**src/rtl/dpfr_pkg.sv**
```systemverilog
// Shared constants and control/status types of the demand page fault resolver.
`timescale 1ns / 1ps
`default_nettype none

package dpfr_pkg;

    localparam int PAGE_BITS        = 12;
    localparam int PAGE_BYTES       = 1 << PAGE_BITS;
    localparam int ADDR_W           = 32;
    localparam int END_W            = ADDR_W + 1;
    localparam int PAGE_NUM_W       = END_W - PAGE_BITS;
    localparam int NSEG_W           = 5;
    localparam int SEGIDX_W         = 4;
    localparam int PERM_W           = 3;
    localparam int CNT_W            = 32;
    localparam int POFF_W           = PAGE_BITS;
    localparam int BYTES_W          = PAGE_BITS + 1;
    localparam int S_TDATA_W        = 168;
    localparam int M_TDATA_W        = 168;
    localparam int DEF_MAX_SEGMENTS = 16;

    // request kinds carried in s_tuser
    localparam logic REQ_WRITE = 1'b0;
    localparam logic REQ_FAULT = 1'b1;

    typedef struct packed {
        logic capture;     // latch the accepted input item
        logic wr_entry;    // store the held segment entry
        logic scan_start;  // reset scan index, prepare page end
        logic scan_next;   // advance scan index
        logic calc1;       // clip file/segment span to the page
        logic calc2;       // byte counts and copy offset
        logic out_hit;     // load result register with a hit
        logic out_miss;    // load result register with a miss
    } dpfr_cmd_t;

    typedef struct packed {
        logic scan_match;
        logic scan_last;
        logic scan_empty;
        logic out_free;
    } dpfr_stat_t;

endpackage

`default_nettype wire

```
**src/rtl/dpfr_ctrl.sv**
```systemverilog
// Controller state machine of the demand page fault resolver.
`timescale 1ns / 1ps
`default_nettype none

module dpfr_ctrl (
    input  wire logic                 aclk,
    input  wire logic                 aresetn,
    input  wire logic                 s_tvalid,
    input  wire logic                 req_type,
    output logic                      s_tready,
    input  wire dpfr_pkg::dpfr_stat_t stat,
    output dpfr_pkg::dpfr_cmd_t       cmd
);
    import dpfr_pkg::*;

    typedef enum logic [2:0] {
        ST_IDLE,
        ST_WRITE,
        ST_SCAN_INIT,
        ST_SCAN,
        ST_CALC1,
        ST_CALC2,
        ST_HIT,
        ST_MISS
    } state_t;

    state_t state_reg, state_next;
    logic   ready_reg, ready_next;
    logic   accept;

    assign s_tready = ready_reg;
    assign accept   = s_tvalid && ready_reg;

    always_comb begin
        state_next = state_reg;
        ready_next = ready_reg;
        cmd        = '0;
        unique case (state_reg)
            ST_IDLE: begin
                if (accept) begin
                    cmd.capture = 1'b1;
                    ready_next  = 1'b0;
                    state_next  = (req_type == REQ_WRITE) ? ST_WRITE : ST_SCAN_INIT;
                end
            end
            ST_WRITE: begin
                cmd.wr_entry = 1'b1;
                ready_next   = 1'b1;
                state_next   = ST_IDLE;
            end
            ST_SCAN_INIT: begin
                cmd.scan_start = 1'b1;
                state_next     = stat.scan_empty ? ST_MISS : ST_SCAN;
            end
            ST_SCAN: begin
                if (stat.scan_match) begin
                    state_next = ST_CALC1;
                end else if (stat.scan_last) begin
                    state_next = ST_MISS;
                end else begin
                    cmd.scan_next = 1'b1;
                end
            end
            ST_CALC1: begin
                cmd.calc1  = 1'b1;
                state_next = ST_CALC2;
            end
            ST_CALC2: begin
                cmd.calc2  = 1'b1;
                state_next = ST_HIT;
            end
            ST_HIT: begin
                if (stat.out_free) begin
                    cmd.out_hit = 1'b1;
                    ready_next  = 1'b1;
                    state_next  = ST_IDLE;
                end
            end
            ST_MISS: begin
                if (stat.out_free) begin
                    cmd.out_miss = 1'b1;
                    ready_next   = 1'b1;
                    state_next   = ST_IDLE;
                end
            end
            default: begin
                state_next = ST_IDLE;
                ready_next = 1'b1;
            end
        endcase
    end

    always_ff @(posedge aclk) begin
        if (!aresetn) begin
            state_reg <= ST_IDLE;
            ready_reg <= 1'b1;
        end else begin
            state_reg <= state_next;
            ready_reg <= ready_next;
        end
    end

endmodule

`default_nettype wire

```
**src/rtl/dpfr_datapath.sv**
```systemverilog
// Datapath of the demand page fault resolver: segment table, scan compare, page math.
`timescale 1ns / 1ps
`default_nettype none

module dpfr_datapath #(
    parameter int MAX_SEGMENTS = dpfr_pkg::DEF_MAX_SEGMENTS
) (
    input  wire logic                            aclk,
    input  wire logic                            aresetn,
    input  wire logic                            cfg_wr_en,
    input  wire logic [dpfr_pkg::NSEG_W-1:0]     cfg_wr_data,
    input  wire logic [dpfr_pkg::S_TDATA_W-1:0]  s_tdata,
    input  wire dpfr_pkg::dpfr_cmd_t             cmd,
    output dpfr_pkg::dpfr_stat_t                 stat,
    output logic                                 m_tvalid,
    input  wire logic                            m_tready,
    output logic [dpfr_pkg::M_TDATA_W-1:0]       m_tdata,
    output logic [0:0]                           m_tuser
);
    import dpfr_pkg::*;

    localparam int IDX_W  = (MAX_SEGMENTS > 1) ? $clog2(MAX_SEGMENTS) : 1;
    localparam int LIMB_W = $clog2(MAX_SEGMENTS + 1);
    localparam int LIM_W  = (LIMB_W > NSEG_W) ? LIMB_W : NSEG_W;

    // held input item
    logic [SEGIDX_W-1:0] seg_index_reg;
    logic                seg_is_load_reg;
    logic [ADDR_W-1:0]   seg_vaddr_reg;
    logic [ADDR_W-1:0]   seg_mem_size_reg;
    logic [ADDR_W-1:0]   seg_file_size_reg;
    logic [ADDR_W-1:0]   seg_file_offset_reg;
    logic [PERM_W-1:0]   seg_perm_reg;
    logic [ADDR_W-1:0]   flt_va_reg;

    // segment table: start, memory end, file end, file offset minus start, permissions
    logic [ADDR_W-1:0]       start_mem [MAX_SEGMENTS];
    logic [END_W-1:0]        end_mem   [MAX_SEGMENTS];
    logic [END_W-1:0]        fend_mem  [MAX_SEGMENTS];
    logic [ADDR_W-1:0]       fos_mem   [MAX_SEGMENTS];
    logic [PERM_W-1:0]       perm_mem  [MAX_SEGMENTS];
    logic [MAX_SEGMENTS-1:0] load_vld_reg;

    logic [NSEG_W-1:0] num_seg_reg;
    logic [IDX_W-1:0]  idx_reg;
    logic [END_W-1:0]  page_end_reg;
    logic [ADDR_W-1:0] fb_start_reg;
    logic [END_W-1:0]  fb_end_reg;
    logic [END_W-1:0]  tail_end_reg;
    logic [END_W-1:0]  tail_begin_reg;
    logic [BYTES_W-1:0] nbytes_reg;
    logic [ADDR_W-1:0] cfo_reg;

    logic                    m_valid_reg;
    logic [M_TDATA_W-1:0]    m_data_reg;
    logic                    m_hit_reg;
    logic [CNT_W-1:0]        cnt_reg;

    // registered table read, addressed with the scan index it will hold
    logic [IDX_W-1:0]  rd_addr;
    logic [ADDR_W-1:0] rd_start_reg;
    logic [END_W-1:0]  rd_end_reg;
    logic [END_W-1:0]  rd_fend_reg;
    logic [ADDR_W-1:0] rd_fos_reg;
    logic [PERM_W-1:0] rd_perm_reg;

    // table read at the scan index
    logic [ADDR_W-1:0] rd_start;
    logic [END_W-1:0]  rd_end;
    logic [END_W-1:0]  rd_fend;
    logic [ADDR_W-1:0] rd_fos;
    logic [PERM_W-1:0] rd_perm;
    logic              rd_load;

    logic [IDX_W-1:0]  wr_idx;
    logic              wr_in_range;
    logic [LIM_W-1:0]  nseg_ext;
    logic [LIM_W-1:0]  limit;
    logic [END_W-1:0]  pg_base;
    logic [PAGE_NUM_W-1:0] fault_page;
    logic              addr_ge;
    logic              addr_lt;
    logic [CNT_W-1:0]  cnt_inc;
    logic [POFF_W-1:0] head_zero;
    logic [POFF_W-1:0] cpo_out;
    logic [ADDR_W-1:0] cfo_out;
    logic [BYTES_W-1:0] tzo_out;
    logic [BYTES_W-1:0] tzb_out;
    logic [PERM_W-1:0] perm_out;
    logic [3:0]        match_idx;

    assign rd_addr = cmd.scan_start ? '0 :
                     cmd.scan_next  ? idx_reg + IDX_W'(1) : idx_reg;

    always_ff @(posedge aclk) begin
        rd_start_reg <= start_mem[rd_addr];
        rd_end_reg   <= end_mem[rd_addr];
        rd_fend_reg  <= fend_mem[rd_addr];
        rd_fos_reg   <= fos_mem[rd_addr];
        rd_perm_reg  <= perm_mem[rd_addr];
    end

    assign rd_start = rd_start_reg;
    assign rd_end   = rd_end_reg;
    assign rd_fend  = rd_fend_reg;
    assign rd_fos   = rd_fos_reg;
    assign rd_perm  = rd_perm_reg;
    assign rd_load  = load_vld_reg[idx_reg];

    assign wr_idx      = IDX_W'(seg_index_reg);
    assign wr_in_range = int'(seg_index_reg) < MAX_SEGMENTS;

    assign nseg_ext = LIM_W'(num_seg_reg);
    assign limit    = (nseg_ext > LIM_W'(MAX_SEGMENTS)) ? LIM_W'(MAX_SEGMENTS) : nseg_ext;

    assign fault_page = {1'b0, flt_va_reg[ADDR_W-1:PAGE_BITS]};
    assign pg_base    = {fault_page, {PAGE_BITS{1'b0}}};

    // address below the page-rounded segment end, no adder needed
    assign addr_ge = flt_va_reg >= rd_start;
    assign addr_lt = (fault_page < rd_end[END_W-1:PAGE_BITS]) ||
                     ((fault_page == rd_end[END_W-1:PAGE_BITS]) &&
                      (rd_end[PAGE_BITS-1:0] != '0));

    assign stat.scan_match = rd_load && addr_ge && addr_lt;
    assign stat.scan_last  = (LIM_W'(idx_reg) + LIM_W'(1)) >= limit;
    assign stat.scan_empty = (limit == '0);
    assign stat.out_free   = !m_valid_reg || m_tready;

    // input capture and write path
    always_ff @(posedge aclk) begin
        if (cmd.capture) begin
            seg_index_reg       <= s_tdata[3:0];
            seg_is_load_reg     <= s_tdata[4];
            seg_vaddr_reg       <= s_tdata[36:5];
            seg_mem_size_reg    <= s_tdata[68:37];
            seg_file_size_reg   <= s_tdata[100:69];
            seg_file_offset_reg <= s_tdata[132:101];
            seg_perm_reg        <= s_tdata[135:133];
            flt_va_reg          <= s_tdata[167:136];
        end
    end

    always_ff @(posedge aclk) begin
        if (cmd.wr_entry && wr_in_range) begin
            start_mem[wr_idx] <= seg_vaddr_reg;
            end_mem[wr_idx]   <= {1'b0, seg_vaddr_reg} + {1'b0, seg_mem_size_reg};
            fend_mem[wr_idx]  <= {1'b0, seg_vaddr_reg} + {1'b0, seg_file_size_reg};
            fos_mem[wr_idx]   <= seg_file_offset_reg - seg_vaddr_reg;
            perm_mem[wr_idx]  <= seg_perm_reg;
        end
    end

    always_ff @(posedge aclk) begin
        if (!aresetn) begin
            load_vld_reg <= '0;
            num_seg_reg  <= '0;
            idx_reg      <= '0;
        end else begin
            if (cmd.wr_entry && wr_in_range) begin
                load_vld_reg[wr_idx] <= seg_is_load_reg;
            end
            if (cfg_wr_en) begin
                num_seg_reg <= cfg_wr_data;
            end
            if (cmd.scan_start) begin
                idx_reg <= '0;
            end else if (cmd.scan_next) begin
                idx_reg <= idx_reg + IDX_W'(1);
            end
        end
    end

    // page math: page end at scan start, then the calc1 and calc2 steps
    always_ff @(posedge aclk) begin
        if (cmd.scan_start) begin
            page_end_reg <= {fault_page + PAGE_NUM_W'(1), {PAGE_BITS{1'b0}}};
        end
        if (cmd.calc1) begin
            fb_start_reg <= (rd_start > pg_base[ADDR_W-1:0]) ? rd_start
                                                             : pg_base[ADDR_W-1:0];
            fb_end_reg   <= (page_end_reg <= rd_fend) ? page_end_reg : rd_fend;
            tail_end_reg <= (page_end_reg <= rd_end) ? page_end_reg : rd_end;
        end
        if (cmd.calc2) begin
            nbytes_reg     <= (fb_end_reg > {1'b0, fb_start_reg})
                              ? BYTES_W'(fb_end_reg - {1'b0, fb_start_reg}) : '0;
            cfo_reg        <= rd_fos + fb_start_reg;
            tail_begin_reg <= (fb_end_reg > pg_base) ? fb_end_reg : pg_base;
        end
    end

    assign head_zero = fb_start_reg[POFF_W-1:0];
    assign cpo_out   = (nbytes_reg != '0) ? head_zero : '0;
    assign cfo_out   = (nbytes_reg != '0) ? cfo_reg : '0;
    assign tzo_out   = (tail_end_reg > tail_begin_reg)
                       ? BYTES_W'(tail_begin_reg - pg_base) : '0;
    assign tzb_out   = (tail_end_reg > tail_begin_reg)
                       ? BYTES_W'(tail_end_reg - tail_begin_reg) : '0;
    // stored {read, write, execute} -> output {execute, write, read}
    assign perm_out  = {rd_perm[0], rd_perm[1], rd_perm[2]};
    assign match_idx = 4'(idx_reg);
    assign cnt_inc   = (cnt_reg == '1) ? cnt_reg : cnt_reg + CNT_W'(1);

    // result register
    always_ff @(posedge aclk) begin
        if (cmd.out_hit) begin
            m_hit_reg  <= 1'b1;
            m_data_reg <= {2'b00, cnt_inc, tzb_out, tzo_out, head_zero, nbytes_reg,
                           cpo_out, cfo_out, perm_out, pg_base[ADDR_W-1:0], match_idx};
        end else if (cmd.out_miss) begin
            m_hit_reg  <= 1'b0;
            m_data_reg <= {2'b00, cnt_reg, {(M_TDATA_W - 2 - CNT_W){1'b0}}};
        end
    end

    always_ff @(posedge aclk) begin
        if (!aresetn) begin
            m_valid_reg <= 1'b0;
            cnt_reg     <= '0;
        end else begin
            if (cmd.out_hit || cmd.out_miss) begin
                m_valid_reg <= 1'b1;
            end else if (m_tready) begin
                m_valid_reg <= 1'b0;
            end
            if (cmd.out_hit) begin
                cnt_reg <= cnt_inc;
            end
        end
    end

    assign m_tvalid   = m_valid_reg;
    assign m_tdata    = m_data_reg;
    assign m_tuser[0] = m_hit_reg;

endmodule

`default_nettype wire

```
**src/rtl/demand_page_fault_resolver_core.sv**
```systemverilog
// Top level of the demand page fault resolver.
//
//  channel  dir  handshake            payload
//  s_       in   s_tvalid/s_tready    s_tdata segment entry + fault address, s_tuser request kind
//  m_       out  m_tvalid/m_tready    m_tdata page fill description, m_tuser hit flag
//  cfg      in   cfg_wr_en            cfg_wr_data number of segments searched
//
// A segment write passes through the write state. A fault passes through scan init and a table
// scan (one compare per entry visited, up to num_segments), then on a hit through the page-math
// states CALC1 and CALC2, before the result register loads. A miss loads it after the scan.
// The result register frees the input side: a new item is taken while a result waits.
// A stalled m_tready holds a finished result in its final state until the register frees.
// Reset clears the load flags, the search length and the page counter.
`timescale 1ns / 1ps
`default_nettype none

module demand_page_fault_resolver_core #(
    parameter int MAX_SEGMENTS = dpfr_pkg::DEF_MAX_SEGMENTS
) (
    input  wire logic                           aclk,
    input  wire logic                           aresetn,
    input  wire logic                           cfg_wr_en,
    input  wire logic [dpfr_pkg::NSEG_W-1:0]    cfg_wr_data,  // num_segments
    input  wire logic                           s_tvalid,
    output logic                                s_tready,
    // seg_index[3:0], seg_is_load[4], seg_vaddr[36:5], seg_mem_size[68:37],
    // seg_file_size[100:69], seg_file_offset[132:101], seg_perm[135:133],
    // fault_va[167:136]
    input  wire logic [dpfr_pkg::S_TDATA_W-1:0] s_tdata,
    input  wire logic [0:0]                     s_tuser,      // req_type[0]
    output logic                                m_tvalid,
    input  wire logic                           m_tready,
    // matched_segment[3:0], page_base[35:4], page_perm[38:36],
    // copy_file_offset[70:39], copy_page_offset[82:71], copy_bytes[95:83],
    // head_zero_bytes[107:96], tail_zero_offset[120:108], tail_zero_bytes[133:121],
    // pages_mapped[165:134], zero pad[167:166]
    output logic [dpfr_pkg::M_TDATA_W-1:0]      m_tdata,
    output logic [0:0]                          m_tuser       // hit[0]
);
    import dpfr_pkg::*;

    dpfr_cmd_t  cmd;
    dpfr_stat_t stat;

    dpfr_ctrl u_ctrl (
        .aclk     (aclk),
        .aresetn  (aresetn),
        .s_tvalid (s_tvalid),
        .req_type (s_tuser[0]),
        .s_tready (s_tready),
        .stat     (stat),
        .cmd      (cmd)
    );

    dpfr_datapath #(
        .MAX_SEGMENTS (MAX_SEGMENTS)
    ) u_datapath (
        .aclk        (aclk),
        .aresetn     (aresetn),
        .cfg_wr_en   (cfg_wr_en),
        .cfg_wr_data (cfg_wr_data),
        .s_tdata     (s_tdata),
        .cmd         (cmd),
        .stat        (stat),
        .m_tvalid    (m_tvalid),
        .m_tready    (m_tready),
        .m_tdata     (m_tdata),
        .m_tuser     (m_tuser)
    );

    // one item in work at a time
    assert property (@(posedge aclk) disable iff (!aresetn)
        s_tvalid && s_tready |=> !s_tready)
        else $error("input taken while an item is in work");

    // a segment write retires through the write state and raises s_tready again
    assert property (@(posedge aclk) disable iff (!aresetn)
        s_tvalid && s_tready && (s_tuser[0] == REQ_WRITE) |=> ##1 s_tready)
        else $error("segment write did not retire");

    // a miss carries nothing but the page count
    assert property (@(posedge aclk) disable iff (!aresetn)
        m_tvalid && !m_tuser[0] |-> (m_tdata[133:0] == '0))
        else $error("miss result has nonzero fields");

    // the page counter only moves on a hit
    assert property (@(posedge aclk) disable iff (!aresetn)
        !cmd.out_hit |=> $stable(u_datapath.cnt_reg))
        else $error("page counter changed without a hit");

endmodule

`default_nettype wire

```
**config.mk**
```make
export PLATFORM = sky130hd
export DESIGN_NAME = demand_page_fault_resolver_core
export DESIGN_NICKNAME = d
export VERILOG_FILES = /design/src/rtl/dpfr_pkg.sv /design/src/rtl/dpfr_ctrl.sv /design/src/rtl/dpfr_datapath.sv /design/src/rtl/demand_page_fault_resolver_core.sv
export SDC_FILE = /design/constraint.sdc
export NUM_CORES = 2
export LEC_CHECK = 0
export BUFFER_PORTS_ARGS = -buffer_cell sky130_fd_sc_hd__buf_2
export CORE_UTILIZATION = 60
export DETAILED_ROUTE_END_ITERATION = 10
export HOLD_SLACK_MARGIN = 0.05
export PLACE_DENSITY_LB_ADDON = 0.3
export SLEW_MARGIN = 0
export SYNTH_ARGS = -nofsm -noshare
export SYNTH_HDL_FRONTEND = slang
export SYNTH_SLANG_ARGS = --single-unit
export TNS_END_PERCENT = 30
```
**constraint.sdc**
```tcl
create_clock -name aclk -period 17.75 [get_ports aclk]
set_input_delay 3.55 -clock aclk [delete_from_list [all_inputs] [get_ports aclk]]
set_output_delay 3.55 -clock aclk [all_outputs]
set_load 0.03 [all_outputs]
```
### Word-level counts from Yosys, hierarchy flattened

Memory sizes are Yosys's and may differ from the RTL's. A register that Yosys moved wholly into a read port is not among the register bits.
Index checks and enable logic that the tools add are counted.

* reduce and logical (&&, ||, !) cells: 19
* mux-type cells: 45
* magnitude comparators: 13
* add/sub/neg operators: 11
* equal/unequal tests: 12

Operator list (count)
* 166-bit two-way mux: 2
* 32-bit two-way mux: 4
* 32-bit by 32-bit adder with 33-bit output: 2
* 33-bit by 32-bit greater-than comparator with 1-bit output: 2
* 33-bit less-or-equal comparator: 2
* 33-bit two-way mux: 2
* 13-bit subtractor: 3
* 33-bit greater-than comparator: 1
* 32-bit by 1-bit adder with 32-bit output (second input constant): 1
* 32-bit adder: 1
* 32-bit equality test (second input constant): 1
* 32-bit >= comparator: 1
* 32-bit greater-than comparator: 1
* 32-bit subtractor: 1
* 13-bit two-way mux: 2
* 20-bit by 1-bit adder with 21-bit output (second input constant): 1
* 20-bit by 21-bit equality test with 1-bit output: 1
* 20-bit by 21-bit less-than comparator with 1-bit output: 1
* 3-bit case mux with 7 select lines: 1
* 1-bit two-way mux: 20
* 16-bit bitwise mux: 1
* 3-bit two-way mux: 5
* 13-bit nonzero test: 1
* 3-bit equality test (second input constant): 4
* 27 further kinds: 39

* memories kept: 5
* flip-flop bits (word level): 582
* memory bits (writable): 2128
* output and inout port bits: 171
* bits of input ports: 179

Memory list
* u_datapath.end_mem: depth 16, bits a word 33, rd ports 1, clocked after Yosys merged registers in 1, wr ports 1, line dpfr_datapath.sv:38 `logic [END_W-1:0] end_mem [MAX_SEGMENTS];`
* u_datapath.fend_mem: depth 16, bits a word 33, rd ports 1, clocked after Yosys merged registers in 1, wr ports 1, line dpfr_datapath.sv:39 `logic [END_W-1:0] fend_mem [MAX_SEGMENTS];`
* u_datapath.fos_mem: depth 16, bits a word 32, rd ports 1, clocked after Yosys merged registers in 1, wr ports 1, line dpfr_datapath.sv:40 `logic [ADDR_W-1:0] fos_mem [MAX_SEGMENTS];`
* u_datapath.start_mem: depth 16, bits a word 32, rd ports 1, clocked after Yosys merged registers in 1, wr ports 1, line dpfr_datapath.sv:37 `logic [ADDR_W-1:0] start_mem [MAX_SEGMENTS];`
* u_datapath.perm_mem: depth 16, bits a word 3, rd ports 1, clocked after Yosys merged registers in 1, wr ports 1, line dpfr_datapath.sv:41 `logic [PERM_W-1:0] perm_mem [MAX_SEGMENTS];`

### Depth between registers and ports, before layout

* word-level depth: 8
* depth in mapped cells: 17
* mapped depth without buffers: 14

### Hierarchy

Synthesis repeated with hierarchy kept, for this count alone.

* cells, all modules: 9036
* area total of the unflattened synthesis: 118538.7 um^2

By module, submodules not included
* dpfr_datapath: area an instance 118194.6 um^2, cells an instance 8992, sequential area each 83329.9 um^2, instances 1
* dpfr_ctrl: area an instance 344.1 um^2, cells an instance 44, sequential area each 80.1 um^2, instances 1

### Worst setup path after synthesis

OpenSTA, ideal clock, no wires.

* path kind: input to register
* from: input s_tvalid
* to: register u_datapath.flt_va_reg[0], enable pin
* required time: 16814 ps
* stages: 2
* arrival: 15757 ps
* library setup time: 936 ps
* slack: 1057 ps
* cells stage by stage: nand2_1 -> nor3b_1

RTL lines
* from (decl): line demand_page_fault_resolver_core.sv:24 `input wire logic s_tvalid,`
* to (signal assigned): line dpfr_datapath.sv:140 `flt_va_reg <= s_tdata[167:136];`
* to (decl): line dpfr_datapath.sv:34 `logic [ADDR_W-1:0] flt_va_reg;`

### Final worst setup path

* from: register u_datapath.flt_va_reg[31]
* to: register u_datapath.rd_start_reg[29] (netlist: u_datapath.rd_start[29]) (read register of u_datapath.start_mem)

* cells in the longest elaborated chain, start to end: 8

RTL lines
* branches (longest 3 deep; another with 32-bit >= comparator)
* 1-bit logical AND (*): line dpfr_datapath.sv:125 `assign stat.scan_match = rd_load && addr_ge && addr_lt;`
* 1-bit two-way mux (*): line dpfr_ctrl.sv:56 `if (stat.scan_match) begin`
* 1-bit two-way mux (*): line dpfr_ctrl.sv:38 `unique case (state_reg)`
* 4-bit two-way mux (*): line dpfr_datapath.sv:93 `cmd.scan_next ? idx_reg + IDX_W'(1) : idx_reg;`
* 4-bit two-way mux (*): line dpfr_datapath.sv:92 `assign rd_addr = cmd.scan_start ? '0 :`
* to (decl): line dpfr_datapath.sv:61 `logic [ADDR_W-1:0] rd_start_reg;`

Mark *: on every way between the ends.
A chain may end at the register's enable or synchronous reset.

==> run_results.csv <==
group,metric,value,unit
job,cap_violations,2,
timing,worst_slew_pin_slew,1.59,ns
timing,period_share,45.7,%
synth,synth_flop_cell,"edfxtp_1",
min_path,hp-class,"flip-flop to flip-flop",
global_route,grt_pass1_vias,70000,
placed_design,hpwlAfterDp,201000,um
clock_tree,cts.sinks,2843,
layout,syn_to_final_growth,12.5,%
layout,largestRegisters,"u_datapath.end_mem: 528 flops, u_datapath.fend_mem: 528 flops",
synth,synth.area.top_cells,"edfxtp_1 69%, ha_1 3.6%, dfxtp_1 3.4%",
global_route,grt_usage,34.5,%
clock_tree,clk_pin_slew,0.06,ns
setup_path,r2r-start,"u_datapath.flt_va_reg[31]",
floorplan,start_util,60.5,%
timing,rsz0062_at_grt,"no",
global_route,grt_pass1_wl,478000,um
setup_path,critPathKind,"flip-flop to flip-flop",
min_path,hp-start,"u_datapath.m_tuser",
status,failed_checks,"capacitance limit, slew limit",
synth,yosysSeqAreaShare,72.3,%
timing,period_needed,8.11,ns
power_and_ir_drop,p_clk_share,30.5,%
placed_design,preCtsSetupSlack,10.17,ns
setup_path,worstPathRequired,18.40,ns
timing,finalSetupViolations,0,
timing,setup_ws,9.64,ns
floorplan,rows,160,
clock_tree,numCtsBuffers,296,
detailed_routing,drc,0,
global_route,overflow,0,
detailed_routing,vias,72700,
power_and_ir_drop,ir_drop,0.114,mV
clock_tree,cts.htree.levels,5,
timing,slew_headroom,-7.37,%
placed_design,portBuffers,335,
placed_design,gp_congestion,0.965,
power_and_ir_drop,powerDensity,152,nW/um^2
synth,netlist_instances,7651,
layout,final_area,130000,um^2
floorplan,die_area,194000,um^2
setup_path,rrSetupSlack,9.64,ns
clock_tree,cts_tree,"yes",
power_and_ir_drop,p_seq_share,48.4,%
detailed_routing,viasPerCell,6.71,
clock_tree,cts_buffer_depth,4,
synth,synth_cell_type_count,83,
floorplan,dieHeight,440,um
power_and_ir_drop,leakagePower,45.8,nW
detailed_routing,ant_nets,0,
status,status,"finished, violations left",
power_and_ir_drop,intPower,13.7,mW
setup_path,ff2ff_path_depth,15,
clock_tree,post_cts_buffers,0,
floorplan,chipWidth,440,um
timing,fmax,123,MHz
detailed_routing,routed_wl,339000,um
timing,fin_skew,0.0655,ns
clock_tree,clock_latency,0.94,ns
layout,multi_input_area,29700,um^2
synth,ys_ff_latch,2843,
detailed_routing,drt_first_pass_iters,10,
synth,async_reset_ff_share,0,%
detailed_routing,routedWlPerCell,31.3,um
clock_tree,cts-hold-fix-buffers,0,
setup_path,crit_start,"u_datapath.flt_va_reg[31]",
power_and_ir_drop,sw_frac_of_total,30.4,%
clock_tree,cts_root_buf,"clkbuf_16",
floorplan,core_area,191000,um^2
clock_tree,cts_resized,0,
detailed_routing,drt_iter0_drc,10700,
layout,seq_area,83400,um^2
power_and_ir_drop,switchingPower,5.99,mW
synth,syn_area_per_cell,15.1,um^2
setup_path,rr_endpoint,"u_datapath.rd_start[29]",
global_route,antenna_found_initial,32,
layout,layout.nets,8607,
timing,fin_setup_tns,0,ns
min_path,hold_depth,2,
synth,synth_edf_count,2647,
setup_path,arrival,8.77,ns
synth,yosysMostFrequentCell,"edfxtp_1",
synth,ys_warn_count,0,
synth,synth_area,115000,um^2
placed_design,placedInstanceArea,120000,um^2
setup_path,cp-end-kind,"flip-flop",
floorplan,io_pins,350,
synth,yosysTopAreaCellShare,68.9,%
synth,synthTopCellsByCount,"2647 x edfxtp_1, 709 x nand2_1, 497 x a21oi_1",
layout,drive_gt1_share,14.7,%
min_path,holdPathEnd,"u_datapath.m_tuser",
layout,nFillCells,12500,
timing,hold_violations,0,
power_and_ir_drop,combinationalPowerShare,21.2,%
setup_path,worst-path-max-fanout,148,
setup_path,start_kind,"flip-flop",
global_route,grt_max_degree,156,
synth,synth_area_leader_cell,"edfxtp_1",
timing,drv_slew,2,
[layer usage]
metal  global-route usage [%]  share of wire, %
met5                        0             0.017
met4                     17.1               5.4
met2                     52.4                45
met1                     46.6                36
met3                     8.78                14
[critical path, cell delays in order (launching register included)]
cell,delay (ns)
edfxtp_1,0.61
ha_1,0.39
nand4b_1,0.16
o32a_1,0.17
o31ai_1,0.13
o21ai_0,1.25
o21ai_1,0.21
o21ai_2,0.83
nand4_1,0.26
o31ai_4,0.14
buf_12,0.60
buf_4,0.76
buf_4,0.71
a22o_1,0.25
nor3_1,0.05
a211oi_1,1.19
[worst max path at each step]
stage                                     to  cells after the start  slack (ns)
detailed placement   u_datapath.rd_start[29]                     15       10.17
floorplan           u_datapath.flt_va_reg[0]                      2        1.06
global placement     u_datapath.rd_start[29]                     15        9.58
finish               u_datapath.rd_start[29]                     15        9.64
CTS                   u_datapath.rd_start[0]                     16       10.06
global route            u_datapath.rd_end[7]                     16        9.67
[power groups by stage]
stage	clock (mW)	sequential [mW]	combinational, mW
CTS	6.02	9.48	4.05
floorplan	0	9.50	2.23
global placement	0	9.60	3.88
detailed placement	0	9.62	4.02
global route	6.27	9.51	4.39
finish	5.99	9.51	4.16
[cells in the final DEF, fill, tap and decap left out, drive strengths merged, types with 25 or more instances in the layout]
cell type	count
edfxtp	2647
nand2	711
buf	511
a21oi	498
clkbuf	386
ha	333
inv	280
nor2	207
dfxtp	196
mux2	196
a22o	168
mux2i	167
a22oi	151
nor3	149
o21ai	138
a222oi	132
xnor2	124
nand3	122
a211oi	118
a21o	110
clkinv	100
and2	91
and3	73
a221oi	69
o221ai	59
nand4	55
nor2b	49
xor2	49
a31oi	44
nand2b	43
o21a	34
a21boi	25
[kinds of logic (layout without fill, tap and decap cells)]
| group | after synthesis | in the layout | synth area share [%] |
|---|---|---|---|
| flip-flops | 2843 | 2843 | 72.3 |
| AND/OR/NAND/NOR | 1602 | 1602 | 6.51 |
| adder cells (fa/ha/maj) | 339 | 339 | 3.72 |
| buffers and inverters | 660 | 1305 | 2.46 |
| AO/OA/AOI/OAI | 1666 | 1666 | 10.2 |
| multiplexers | 367 | 367 | 3.44 |
| XOR/XNOR | 173 | 173 | 1.32 |
| other | 1 | 34 | 0.00325 |
[stage by stage]
step	hold slack (ns)	power, mW	util, %	std cells
after floorplan	0.454	11.7	-	7664
after global placement	0.444	13.5	63.2	10300
after detailed placement	0.466	13.6	63.2	10300
after CTS	0.474	19.6	68.0	10800
after global routing	0.503	20.2	68.1	10800
final	0.472	19.7	68.1	10800
[area by class of cell]
class | count | area share, %
tap | 2511 | 2.42
timing repair buffer | 511 | 2.46
multi-input combinational | 4161 | 22.9
antenna | 20 | 0.0386
clock buffer | 386 | 6.24
clock inverter | 132 | 0.902
inverter | 276 | 0.802
sequential | 2843 | 64.3
Power figures use the tool's default switching activity.
